--- config.mk ---
export PLATFORM = sky130hd
export DESIGN_NAME = coverage_window_averager_top
export DESIGN_NICKNAME = d
export VERILOG_FILES = /design/src/hdl/cwa_pkg.sv /design/src/hdl/cwa_div.sv /design/src/hdl/cwa_mul.sv /design/src/hdl/coverage_window_averager_top.sv
export SDC_FILE = /design/constraint.sdc
export NUM_CORES = 2
export LEC_CHECK = 0
export BUFFER_PORTS_ARGS = -buffer_cell sky130_fd_sc_hd__buf_2
export CORE_MARGIN = 3
export CORE_UTILIZATION = 64
export DETAILED_ROUTE_END_ITERATION = 12
export GPL_TIMING_DRIVEN = 0
export PLACE_DENSITY = 0.81
export SLEW_MARGIN = 5
export SYNTH_ARGS = -nofsm -noshare
export SYNTH_HDL_FRONTEND = slang
export SYNTH_SLANG_ARGS = --single-unit
--- constraint.sdc ---
create_clock -name clk_i -period 7 [get_ports clk_i]
set_input_delay 1.4 -clock clk_i [delete_from_list [all_inputs] [get_ports clk_i]]
set_output_delay 1.4 -clock clk_i [all_outputs]
set_load 0.02 [all_outputs]
--- src/hdl/cwa_pkg.sv ---
// ----------------------------------------------------------------------------
// cwa_pkg
// Shared widths, register indexes, reset values and unit status type for the
// coverage window averager.
// ----------------------------------------------------------------------------
package cwa_pkg;

  // field widths
  localparam int PosW     = 31;
  localparam int DepW     = 16;
  localparam int SegW     = 21;
  localparam int CapW     = 16;
  localparam int RepW     = 31;
  localparam int ValW     = 31;
  localparam int FracW    = 8;
  localparam int SumW     = 37;
  localparam int MeanW    = CapW + FracW;
  localparam int DividendW = SumW + FracW;
  localparam int KW       = 32;

  // stream widths
  localparam int InDataW  = 80;
  localparam int OutDataW = 64;

  // configuration port
  localparam int CfgIdxW  = 1;
  localparam int CfgDataW = SegW;
  localparam logic [CfgIdxW-1:0] REG_SEG_LEN = 1'b0;
  localparam logic [CfgIdxW-1:0] REG_COV_CAP = 1'b1;

  localparam logic [SegW-1:0] SEG_RESET = 21'd1024;
  localparam logic [CapW-1:0] CAP_RESET = 16'd250;

  // result kinds
  localparam logic KIND_MEAN   = 1'b0;
  localparam logic KIND_HEADER = 1'b1;

  // status of a serial arithmetic unit
  typedef struct packed {
    logic busy;
    logic done;
  } unit_stat_t;

endpackage

--- src/hdl/cwa_div.sv ---
// ----------------------------------------------------------------------------
// cwa_div
// Bit-serial restoring divider: one quotient bit per cycle, msb first.
// ----------------------------------------------------------------------------
module cwa_div #(
  parameter int DividendW = cwa_pkg::DividendW,
  parameter int DivisorW  = cwa_pkg::SegW
) (
  input  logic                 clk_i,
  input  logic                 rst_ni,
  input  logic                 start_i,
  input  logic [DividendW-1:0] dividend_i,
  input  logic [DivisorW-1:0]  divisor_i,
  output cwa_pkg::unit_stat_t  stat_o,
  output logic [DividendW-1:0] quot_o,
  output logic [DivisorW-1:0]  rem_o
);
  import cwa_pkg::*;

  localparam int CntW = $clog2(DividendW + 1);

  logic [DividendW-1:0] quo_q, quo_d;
  logic [DivisorW-1:0]  rem_q, rem_d;
  logic [DivisorW-1:0]  dvs_q, dvs_d;
  logic [CntW-1:0]      cnt_q, cnt_d;
  logic                 busy_q, busy_d;
  logic                 done_q, done_d;
  logic [DivisorW:0]    trial;
  logic [DivisorW:0]    diff;

  // one compare and subtract step
  always_comb begin
    trial  = {rem_q, quo_q[DividendW-1]};
    diff   = trial - {1'b0, dvs_q};
    quo_d  = quo_q;
    rem_d  = rem_q;
    dvs_d  = dvs_q;
    cnt_d  = cnt_q;
    busy_d = busy_q;
    done_d = 1'b0;
    if (start_i) begin
      quo_d  = dividend_i;
      rem_d  = '0;
      dvs_d  = divisor_i;
      cnt_d  = CntW'(DividendW);
      busy_d = 1'b1;
    end else if (busy_q) begin
      rem_d = diff[DivisorW] ? trial[DivisorW-1:0] : diff[DivisorW-1:0];
      quo_d = {quo_q[DividendW-2:0], ~diff[DivisorW]};
      cnt_d = cnt_q - CntW'(1);
      if (cnt_q == CntW'(1)) begin
        busy_d = 1'b0;
        done_d = 1'b1;
      end
    end
  end

  // control
  always_ff @(posedge clk_i or negedge rst_ni) begin
    if (!rst_ni) begin
      busy_q <= 1'b0;
      done_q <= 1'b0;
      cnt_q  <= '0;
    end else begin
      busy_q <= busy_d;
      done_q <= done_d;
      cnt_q  <= cnt_d;
    end
  end

  // datapath shift registers
  always_ff @(posedge clk_i) begin
    quo_q <= quo_d;
    rem_q <= rem_d;
    dvs_q <= dvs_d;
  end

  assign stat_o.busy = busy_q;
  assign stat_o.done = done_q;
  assign quot_o      = quo_q;
  assign rem_o       = rem_q;

endmodule

--- src/hdl/cwa_mul.sv ---
// ----------------------------------------------------------------------------
// cwa_mul
// Bit-serial shift-add multiplier: one multiplier bit per cycle, lsb first.
// ----------------------------------------------------------------------------
module cwa_mul #(
  parameter int AW = cwa_pkg::SegW,
  parameter int BW = cwa_pkg::DepW
) (
  input  logic                clk_i,
  input  logic                rst_ni,
  input  logic                start_i,
  input  logic [AW-1:0]       a_i,
  input  logic [BW-1:0]       b_i,
  output cwa_pkg::unit_stat_t stat_o,
  output logic [AW+BW-1:0]    prod_o
);
  import cwa_pkg::*;

  localparam int ProdW = AW + BW;
  localparam int CntW  = $clog2(BW + 1);

  logic [ProdW-1:0] acc_q, acc_d;
  logic [ProdW-1:0] mcand_q, mcand_d;
  logic [BW-1:0]    mplier_q, mplier_d;
  logic [CntW-1:0]  cnt_q, cnt_d;
  logic             busy_q, busy_d;
  logic             done_q, done_d;

  // one add and shift step
  always_comb begin
    acc_d    = acc_q;
    mcand_d  = mcand_q;
    mplier_d = mplier_q;
    cnt_d    = cnt_q;
    busy_d   = busy_q;
    done_d   = 1'b0;
    if (start_i) begin
      acc_d    = '0;
      mcand_d  = ProdW'(a_i);
      mplier_d = b_i;
      cnt_d    = CntW'(BW);
      busy_d   = 1'b1;
    end else if (busy_q) begin
      if (mplier_q[0]) begin
        acc_d = acc_q + mcand_q;
      end
      mcand_d  = {mcand_q[ProdW-2:0], 1'b0};
      mplier_d = {1'b0, mplier_q[BW-1:1]};
      cnt_d    = cnt_q - CntW'(1);
      if (cnt_q == CntW'(1)) begin
        busy_d = 1'b0;
        done_d = 1'b1;
      end
    end
  end

  // control
  always_ff @(posedge clk_i or negedge rst_ni) begin
    if (!rst_ni) begin
      busy_q <= 1'b0;
      done_q <= 1'b0;
      cnt_q  <= '0;
    end else begin
      busy_q <= busy_d;
      done_q <= done_d;
      cnt_q  <= cnt_d;
    end
  end

  // datapath shift registers
  always_ff @(posedge clk_i) begin
    acc_q    <= acc_d;
    mcand_q  <= mcand_d;
    mplier_q <= mplier_d;
  end

  assign stat_o.busy = busy_q;
  assign stat_o.done = done_q;
  assign prod_o      = acc_q;

endmodule

--- src/hdl/coverage_window_averager_top.sv ---
// ----------------------------------------------------------------------------
// coverage_window_averager_top
// Bins runs of constant depth into fixed windows and reports capped Q8 means,
// contig headers and repeat counts of identical full windows.
// ----------------------------------------------------------------------------
// Each run uses the bit-serial divider up to three times and the bit-serial
//   multiplier up to two times.
// Throughput: one run at a time; the next run is taken once the previous one
//   has finished, while its last result may still wait in the output register.
// Reset: asynchronous, active low; window state, configuration registers and
//   output valid return to their defaults at once, no clearing pass.
module coverage_window_averager_top (
  input  logic                           clk_i,
  input  logic                           rst_ni,
  // configuration
  input  logic                           cfg_we_i,
  input  logic [cwa_pkg::CfgIdxW-1:0]    cfg_index_i,
  input  logic [cwa_pkg::CfgDataW-1:0]   cfg_data_i,
  // run input
  input  logic                           s_axis_tvalid,
  output logic                           s_axis_tready,
  input  logic [cwa_pkg::InDataW-1:0]    s_axis_tdata,  // block_start, block_end, depth
  input  logic                           s_axis_tuser,  // first_of_contig
  // result output
  output logic                           m_axis_tvalid,
  input  logic                           m_axis_tready,
  output logic [cwa_pkg::OutDataW-1:0]   m_axis_tdata,  // value, repeat_res
  output logic                           m_axis_tuser,  // kind
  output logic                           m_axis_tlast   // last
);
  import cwa_pkg::*;

  localparam logic [3:0] S_IDLE       = 4'd0;
  localparam logic [3:0] S_FIRST      = 4'd1;
  localparam logic [3:0] S_FLUSH_DIV  = 4'd2;
  localparam logic [3:0] S_FLUSH_EMIT = 4'd3;
  localparam logic [3:0] S_HDR_EMIT   = 4'd4;
  localparam logic [3:0] S_WIN        = 4'd5;
  localparam logic [3:0] S_MUL1       = 4'd6;
  localparam logic [3:0] S_KDIV       = 4'd7;
  localparam logic [3:0] S_M1DIV      = 4'd8;
  localparam logic [3:0] S_M1_EMIT    = 4'd9;
  localparam logic [3:0] S_MR_EMIT    = 4'd10;
  localparam logic [3:0] S_TAIL       = 4'd11;
  localparam logic [3:0] S_MUL2       = 4'd12;

  // configuration registers
  logic [SegW-1:0] seg_q;
  logic [CapW-1:0] cap_q;

  // control state
  logic [3:0] state_q, state_d;

  // window state
  logic signed [32:0] ws_q, ws_d;
  logic signed [32:0] ce_q, ce_d;
  logic [SumW-1:0]    psum_q, psum_d;

  // latched run and intermediate results
  logic [PosW-1:0]  start_q, end_q;
  logic [DepW-1:0]  dep_q;
  logic             first_q;
  logic [KW-1:0]    k_q, k_d;
  logic [SegW-1:0]  krem_q, krem_d;
  logic [MeanW-1:0] mean_q, mean_d;

  // output register
  logic             out_valid_q, out_valid_d;
  logic             out_kind_q, out_kind_d;
  logic [ValW-1:0]  out_val_q, out_val_d;
  logic [RepW-1:0]  out_rep_q, out_rep_d;
  logic             out_last_q, out_last_d;
  logic             out_free;
  logic             out_load;

  // arithmetic units
  logic                 div_start;
  logic [DividendW-1:0] div_dividend;
  logic [SegW-1:0]      div_divisor;
  unit_stat_t           div_stat;
  logic [DividendW-1:0] div_quot;
  logic [SegW-1:0]      div_rem;
  logic                 mul_start;
  logic [SegW-1:0]      mul_a;
  unit_stat_t           mul_stat;
  logic [SumW-1:0]      mul_prod;

  // derived window quantities
  logic [SegW-1:0]      seg_eff;
  logic signed [32:0]   seg_s, end_s, start_s, rem_s;
  logic signed [32:0]   span, wend, wdiff, tdiff, flen;
  logic                 win;
  logic [DividendW-1:0] cap_x;
  logic [MeanW-1:0]     cap_q8;
  logic [MeanW-1:0]     div_mean;
  logic [DepW-1:0]      dep_cap;
  logic [MeanW-1:0]     mr;
  logic                 k_many;
  logic                 merge;
  logic [KW-1:0]        k_less;

  assign seg_eff = (seg_q == '0) ? SegW'(1) : seg_q;
  assign seg_s   = signed'({12'b0, seg_eff});
  assign end_s   = signed'({2'b00, end_q});
  assign start_s = signed'({2'b00, start_q});
  assign rem_s   = signed'({12'b0, krem_q});
  assign span    = end_s - ws_q + 33'sd1;
  assign win     = seg_s <= span;
  assign wend    = ws_q + seg_s - 33'sd1;
  assign wdiff   = wend - ce_q;
  assign tdiff   = end_s - ce_q;
  assign flen    = ce_q - ws_q + 33'sd1;

  // capped mean from the divider
  assign cap_q8   = {cap_q, 8'h00};
  assign cap_x    = DividendW'(cap_q8);
  assign div_mean = (div_quot < cap_x) ? div_quot[MeanW-1:0] : cap_q8;

  // full windows after the first one carry the run depth
  assign dep_cap = (dep_q < cap_q) ? dep_q : cap_q;
  assign mr      = {dep_cap, 8'h00};
  assign k_many  = k_q > KW'(1);
  assign merge   = k_many && (mr == mean_q) && !k_q[KW-1];
  assign k_less  = k_q - KW'(1);

  assign out_free      = !out_valid_q || m_axis_tready;
  assign s_axis_tready = (state_q == S_IDLE);

  // sequencer
  always_comb begin
    state_d      = state_q;
    ws_d         = ws_q;
    ce_d         = ce_q;
    psum_d       = psum_q;
    k_d          = k_q;
    krem_d       = krem_q;
    mean_d       = mean_q;
    div_start    = 1'b0;
    div_dividend = {psum_q, 8'h00};
    div_divisor  = seg_eff;
    mul_start    = 1'b0;
    mul_a        = tdiff[SegW-1:0];
    out_load     = 1'b0;
    out_kind_d   = out_kind_q;
    out_val_d    = out_val_q;
    out_rep_d    = out_rep_q;
    out_last_d   = out_last_q;
    case (state_q)
      S_IDLE: begin
        if (s_axis_tvalid) begin
          state_d = S_FIRST;
        end
      end
      S_FIRST: begin
        if (!first_q) begin
          state_d = S_WIN;
        end else if (ws_q <= ce_q) begin
          div_start   = 1'b1;
          div_divisor = flen[SegW-1:0];
          state_d     = S_FLUSH_DIV;
        end else begin
          ws_d    = start_s;
          ce_d    = start_s - 33'sd1;
          psum_d  = '0;
          state_d = S_HDR_EMIT;
        end
      end
      S_FLUSH_DIV: begin
        if (div_stat.done) begin
          mean_d  = div_mean;
          state_d = S_FLUSH_EMIT;
        end
      end
      S_FLUSH_EMIT: begin
        if (out_free) begin
          out_load   = 1'b1;
          out_kind_d = KIND_MEAN;
          out_val_d  = ValW'(mean_q);
          out_rep_d  = RepW'(1);
          out_last_d = 1'b0;
          ws_d       = start_s;
          ce_d       = start_s - 33'sd1;
          psum_d     = '0;
          state_d    = S_HDR_EMIT;
        end
      end
      S_HDR_EMIT: begin
        if (out_free) begin
          out_load   = 1'b1;
          out_kind_d = KIND_HEADER;
          out_val_d  = start_q;
          out_rep_d  = '0;
          out_last_d = !win;
          state_d    = S_WIN;
        end
      end
      S_WIN: begin
        if (win) begin
          mul_start = 1'b1;
          mul_a     = (wend > ce_q) ? wdiff[SegW-1:0] : '0;
          state_d   = S_MUL1;
        end else begin
          state_d = S_TAIL;
        end
      end
      S_MUL1: begin
        if (mul_stat.done) begin
          psum_d       = psum_q + mul_prod;
          div_start    = 1'b1;
          div_dividend = DividendW'(span[31:0]);
          state_d      = S_KDIV;
        end
      end
      S_KDIV: begin
        if (div_stat.done) begin
          k_d       = div_quot[KW-1:0];
          krem_d    = div_rem;
          div_start = 1'b1;
          state_d   = S_M1DIV;
        end
      end
      S_M1DIV: begin
        if (div_stat.done) begin
          mean_d  = div_mean;
          state_d = S_M1_EMIT;
        end
      end
      S_M1_EMIT: begin
        if (out_free) begin
          out_load   = 1'b1;
          out_kind_d = KIND_MEAN;
          out_val_d  = ValW'(mean_q);
          out_rep_d  = merge ? k_q[RepW-1:0] : RepW'(1);
          out_last_d = merge || !k_many;
          ws_d       = end_s + 33'sd1 - rem_s;
          ce_d       = end_s - rem_s;
          psum_d     = '0;
          state_d    = (!merge && k_many) ? S_MR_EMIT : S_TAIL;
        end
      end
      S_MR_EMIT: begin
        if (out_free) begin
          out_load   = 1'b1;
          out_kind_d = KIND_MEAN;
          out_val_d  = ValW'(mr);
          out_rep_d  = k_less[RepW-1:0];
          out_last_d = 1'b1;
          state_d    = S_TAIL;
        end
      end
      S_TAIL: begin
        if (end_s > ce_q) begin
          mul_start = 1'b1;
          state_d   = S_MUL2;
        end else begin
          state_d = S_IDLE;
        end
      end
      S_MUL2: begin
        if (mul_stat.done) begin
          psum_d  = psum_q + mul_prod;
          ce_d    = end_s;
          state_d = S_IDLE;
        end
      end
      default: begin
        state_d = S_IDLE;
      end
    endcase
  end

  // output valid follows loads and downstream takes
  always_comb begin
    out_valid_d = out_valid_q;
    if (out_load) begin
      out_valid_d = 1'b1;
    end else if (m_axis_tready) begin
      out_valid_d = 1'b0;
    end
  end

  // control and window state
  always_ff @(posedge clk_i or negedge rst_ni) begin
    if (!rst_ni) begin
      state_q     <= S_IDLE;
      seg_q       <= SEG_RESET;
      cap_q       <= CAP_RESET;
      ws_q        <= '0;
      ce_q        <= -33'sd1;
      psum_q      <= '0;
      out_valid_q <= 1'b0;
    end else begin
      state_q     <= state_d;
      ws_q        <= ws_d;
      ce_q        <= ce_d;
      psum_q      <= psum_d;
      out_valid_q <= out_valid_d;
      if (cfg_we_i) begin
        if (cfg_index_i == REG_SEG_LEN) begin
          seg_q <= cfg_data_i[SegW-1:0];
        end else begin
          cap_q <= cfg_data_i[CapW-1:0];
        end
      end
    end
  end

  // payload registers
  always_ff @(posedge clk_i) begin
    if (s_axis_tvalid && s_axis_tready) begin
      start_q <= s_axis_tdata[PosW-1:0];
      end_q   <= s_axis_tdata[2*PosW-1:PosW];
      dep_q   <= s_axis_tdata[2*PosW+DepW-1:2*PosW];
      first_q <= s_axis_tuser;
    end
    k_q    <= k_d;
    krem_q <= krem_d;
    mean_q <= mean_d;
    if (out_load) begin
      out_kind_q <= out_kind_d;
      out_val_q  <= out_val_d;
      out_rep_q  <= out_rep_d;
      out_last_q <= out_last_d;
    end
  end

  // serial arithmetic units
  cwa_div #(
    .DividendW (DividendW),
    .DivisorW  (SegW)
  ) u_div (
    .clk_i      (clk_i),
    .rst_ni     (rst_ni),
    .start_i    (div_start),
    .dividend_i (div_dividend),
    .divisor_i  (div_divisor),
    .stat_o     (div_stat),
    .quot_o     (div_quot),
    .rem_o      (div_rem)
  );

  cwa_mul #(
    .AW (SegW),
    .BW (DepW)
  ) u_mul (
    .clk_i   (clk_i),
    .rst_ni  (rst_ni),
    .start_i (mul_start),
    .a_i     (mul_a),
    .b_i     (dep_q),
    .stat_o  (mul_stat),
    .prod_o  (mul_prod)
  );

  assign m_axis_tvalid = out_valid_q;
  assign m_axis_tdata  = {2'b00, out_rep_q, out_val_q};
  assign m_axis_tuser  = out_kind_q;
  assign m_axis_tlast  = out_last_q;

  // covered end never falls more than one position behind the window start
  assert property (@(posedge clk_i) disable iff (!rst_ni)
    ce_q >= ws_q - 33'sd1)
    else $error("covered end behind window start");

  // no division by zero window length
  assert property (@(posedge clk_i) disable iff (!rst_ni)
    div_start |-> div_divisor != '0)
    else $error("division started with zero divisor");

  // units are quiet while a new run may be taken
  assert property (@(posedge clk_i) disable iff (!rst_ni)
    (state_q == S_IDLE) |-> (!div_stat.busy && !mul_stat.busy))
    else $error("arithmetic unit busy in idle");

endmodule

==> impl_metrics.yaml <==
clocking:
  cts_buffers: 59
  clkSlewWorstSetupHoldPaths_ns: 0.07
  clockRootBuffer: "clkbuf_16"
  cts.path.max_buffers: 3
  h-tree-depth: 2
  hold_buffers: 0
  clk_latency_ns: 0.65
  clock-sinks: 556
  cts_tree: "built"
synth:
  syn_inst: 4451
  synth_seq_area_share_pct: 36.9
  syn_avg_cell_area_um2: 9.26
  synth_cell_type_count: 95
  synth_edf_count: 323
  synth_top_flop_cell: "edfxtp_1"
  ys_ff_latch: 556
  yosysWarnings: 0
  netlist_area_um2: 41200
  ys_async_sr_fraction_pct: 28.6
cells_and_area:
  mostFrequentLayoutCell: "ha_1"
  fill_cells: 4860
  drive_gt1_share_pct: 9.64
  area_growth_pct: 10.8
  layout_common_cells: "467 x ha_1, 375 x nand2_1, 348 x inv_1, 343 x o21ai_0, 335 x a21oi_1"
  fin_nets: 5301
  finish.instance_area_um2: 45700
global_routing:
  grt_pass1_wl_um: 203000
  gr-total-overflow: 0
  grt_pass1_vias: 33700
  grt_max_degree: 86
  antenna_found_initial: 5
  grt.total_usage_pct: 39.8
critical_path:
  r2r_slack_ns: 0.14
  regToRegStartpoint: "seg_q[19]$_DFFE_PN0P_"
  required_ns: 7.36
  critical_path.most_common_cell: "ha_1"
  crit_type: "register to register"
  critPathMaxFanout: 7
  worst_setup_path_start_kind: "register"
  max_stage_delay_ns: 0.59
  crit_buf_inv: 3
  worstReg2RegEnd: "u_mul.mcand_q[20]$_DFFE_PP_"
  crit_arrival_ns: 7.22
  critPathTopFamily: "compound AO/OA/AOI/OAI gates"
  crit_path_top_delay_cell: "or4_4"
  endpoint_kind: "register"
  reg2reg_depth: 27
power:
  pwr_density_cell_nw_per_um2: 586
  p_leak_uw: 0.0202
  vdd_ir_drop_max_mv: 0.648
detailed_routing:
  avgViaCountPerCell: 6.48
  finalWirelength_um: 136000
  firstDrtPassIters: 6
  route.detailed.drc: 0
  ant_nets: 0
  vias: 36300
  drt-initial-drc-count: 4822
  wl_per_cell_um: 24.3
floorplanning:
  top_level_ports: 176
  fp.dieW_um: 260
  die_area_um2: 67500
  rows: 92
  fp.coreArea_um2: 63400
  die_y_um: 260
  start_util_pct: 65.0
timing:
  fmax_mhz: 146
  worst_slack_ns: 0.139
  setup_violations: 0
  hold_violations: 0
  fin_crit_sh_pct: 98.0
  fin_crit_ns: 6.86
  drv_slew: 0
  whs_ns: 0.490
  finalSetupTns_ns: 0
  maxSlewHeadroom_pct: 3.19
  tightest_slew_ns: 1.44
  clock_skew_ns: 0.0296
placed_design:
  gp_congestion: 1.07
  dp.final_hpwl_um: 109000
  dp_slack_ns: -0.925
  placed_cell_area_um2: 43400
  portBuffers: 171
worst_hold_path:
  min_from: "u_div.rem_o[9]$_SDFFE_PP0P_"
  min_to: "krem_q[9]$_DFFE_PP_"
  hold_depth: 0
  hold_class: "register to register"
outcome:
  status: "complete, no violations"
flow_run:
  maxCapViolations: 0
-- metal layers --
layer	share of wire, %	global-route usage (%)	up-vias	routed length, um
met4	5.7	19.2	6	7800
li1	-	-	16700	-
met2	42	58.6	2182	56700
met1	40	55.4	17000	54900
met5	0.028	0	-	38
met3	12	9.09	370	16800
-- sequential cells by signal, indices dropped and copies added (netlist names), 32 cells and up --
register and flops:
u_div.quot_o 45, psum_q 37, u_mul.mcand_q 37, k_q 32
ws_q 33, ce_q 32, u_mul.prod_o 37
-- cell families (layout without fill, tap and decap cells) --
logic type               after synthesis  after routing  synth area share [%]
AO/OA/AOI/OAI                       1237           1237                  18.9
AND/OR/NAND/NOR                     1231           1231                  14.2
flip-flops                           556            556                  36.9
buffers and inverters                510            807                  4.76
adder cells (fa/ha/maj)              495            495                  15.5
XOR/XNOR                             271            271                  5.76
multiplexers                         150            150                  3.96
other                                  1              4               0.00910
-- through the flow --
| stage | total power, uW | cells | utilization [%] |
|---|---|---|---|
| after floorplan | 17500 | 4452 | - |
| after global placement | 22000 | 5469 | 68.0 |
| after detailed placement | 22300 | 5480 | 68.4 |
| after CTS | 26200 | 5595 | 71.9 |
| after global routing | 28500 | 5595 | 72.0 |
| final | 26800 | 5597 | 72.0 |
-- report_power, final --
group / leakage (uW) / total (uW) / switching (uW) / internal, uW
Combinational: 0.0136 / 17100 / 10500 / 6640
Clock: 0.00106 / 3510 / 1420 / 2080
Sequential: 0.00557 / 6150 / 1150 / 5000
-- cells in the mapped netlist, types with 31 or more instances --
master    instances  area [um^2]
a211oi_1         31          233
a21o_1          132          991
a21oi_1         336         1680
a31oi_1          37          231
and3_1           38          238
clkbuf_1        138          518
dfrtp_1         120         3000
dfstp_2          39         1020
dfxtp_1          74         1480
edfxtp_1        323         9700
ha_1            467         5840
inv_1           348         1310
mux2_2           46          518
mux2i_1          89          891
nand2_1         375         1410
nand2b_1         44          275
nand3_1          84          420
nand4_1          53          332
nor2_1          325         1220
nor2b_1          44          275
nor3_1           87          435
nor4_1           43          269
o21a_1           42          315
o21ai_0         344         1720
o21bai_1         37          278
o31ai_1          34          255
or3_1            36          225
xnor2_1         174         1520
xor2_1           97          850
-- cell type report --
class | instances | area (um^2) | area share (%)
Tap cell | 846 | 1060 | 2.32
Antenna cell | 2 | 5.00 | 0.0110
Sequential cell | 556 | 15200 | 33.3
Clock buffer | 77 | 1660 | 3.63
Multi-Input combinational cell | 3386 | 24200 | 52.9
Timing Repair Buffer | 185 | 1090 | 2.39
Buffer | 162 | 657 | 1.44
Inverter | 348 | 1310 | 2.86
Clock inverter | 35 | 505 | 1.11
-- how the worst max path moves through the flow --
| stage | from | endpoint | cells after the start | slack [ns] |
|---|---|---|---|---|
| after floorplan | seg_q[10]$_DFFE_PN1P_ | u_mul.mcand_q[10]$_DFFE_PP_ | 26 | 1.08 |
| after CTS | seg_q[16]$_DFFE_PN0P_ | u_mul.mcand_q[20]$_DFFE_PP_ | 27 | 0.03 |
| final | seg_q[19]$_DFFE_PN0P_ | u_mul.mcand_q[20]$_DFFE_PP_ | 27 | 0.14 |
| after global routing | seg_q[16]$_DFFE_PN0P_ | u_mul.mcand_q[20]$_DFFE_PP_ | 27 | -0.05 |
| after detailed placement | seg_q[16]$_DFFE_PN0P_ | u_mul.mcand_q[10]$_DFFE_PP_ | 27 | -0.92 |
| after global placement | seg_q[16]$_DFFE_PN0P_ | u_mul.mcand_q[7]$_DFFE_PP_ | 27 | -0.89 |
-- worst register-to-register path: stages, from the launching register on --
cell      delay [ns]
dfrtp_1         0.48
nor4_1          0.12
and3_1          0.24
a31oi_4         0.28
ha_1            0.21
inv_1           0.04
ha_1            0.19
fa_1            0.40
a21o_1          0.19
a21oi_2         0.21
o21a_1          0.21
o31ai_4         0.13
o2111a_1        0.32
o31a_1          0.38
o21ai_2         0.26
o211ai_1        0.16
a21o_1          0.19
a21oi_1         0.22
xnor2_1         0.11
ha_1            0.33
nand4_1         0.16
or4_4           0.59
o221ai_1        0.32
o22ai_4         0.13
buf_12          0.16
buf_4           0.15
a211oi_1        0.25
a21oi_1         0.16
-- timing repair --
action | CTS | global route
buffers inserted | 3 | 0
resized for setup | 5 | 14
setup endpoints to repair | 21 | 57
pin swaps | 1 | 0
hold endpoints to repair | 0 | 0
gates cloned | 0 | 0
No activity file was read; power rests on OpenSTA's default activity.
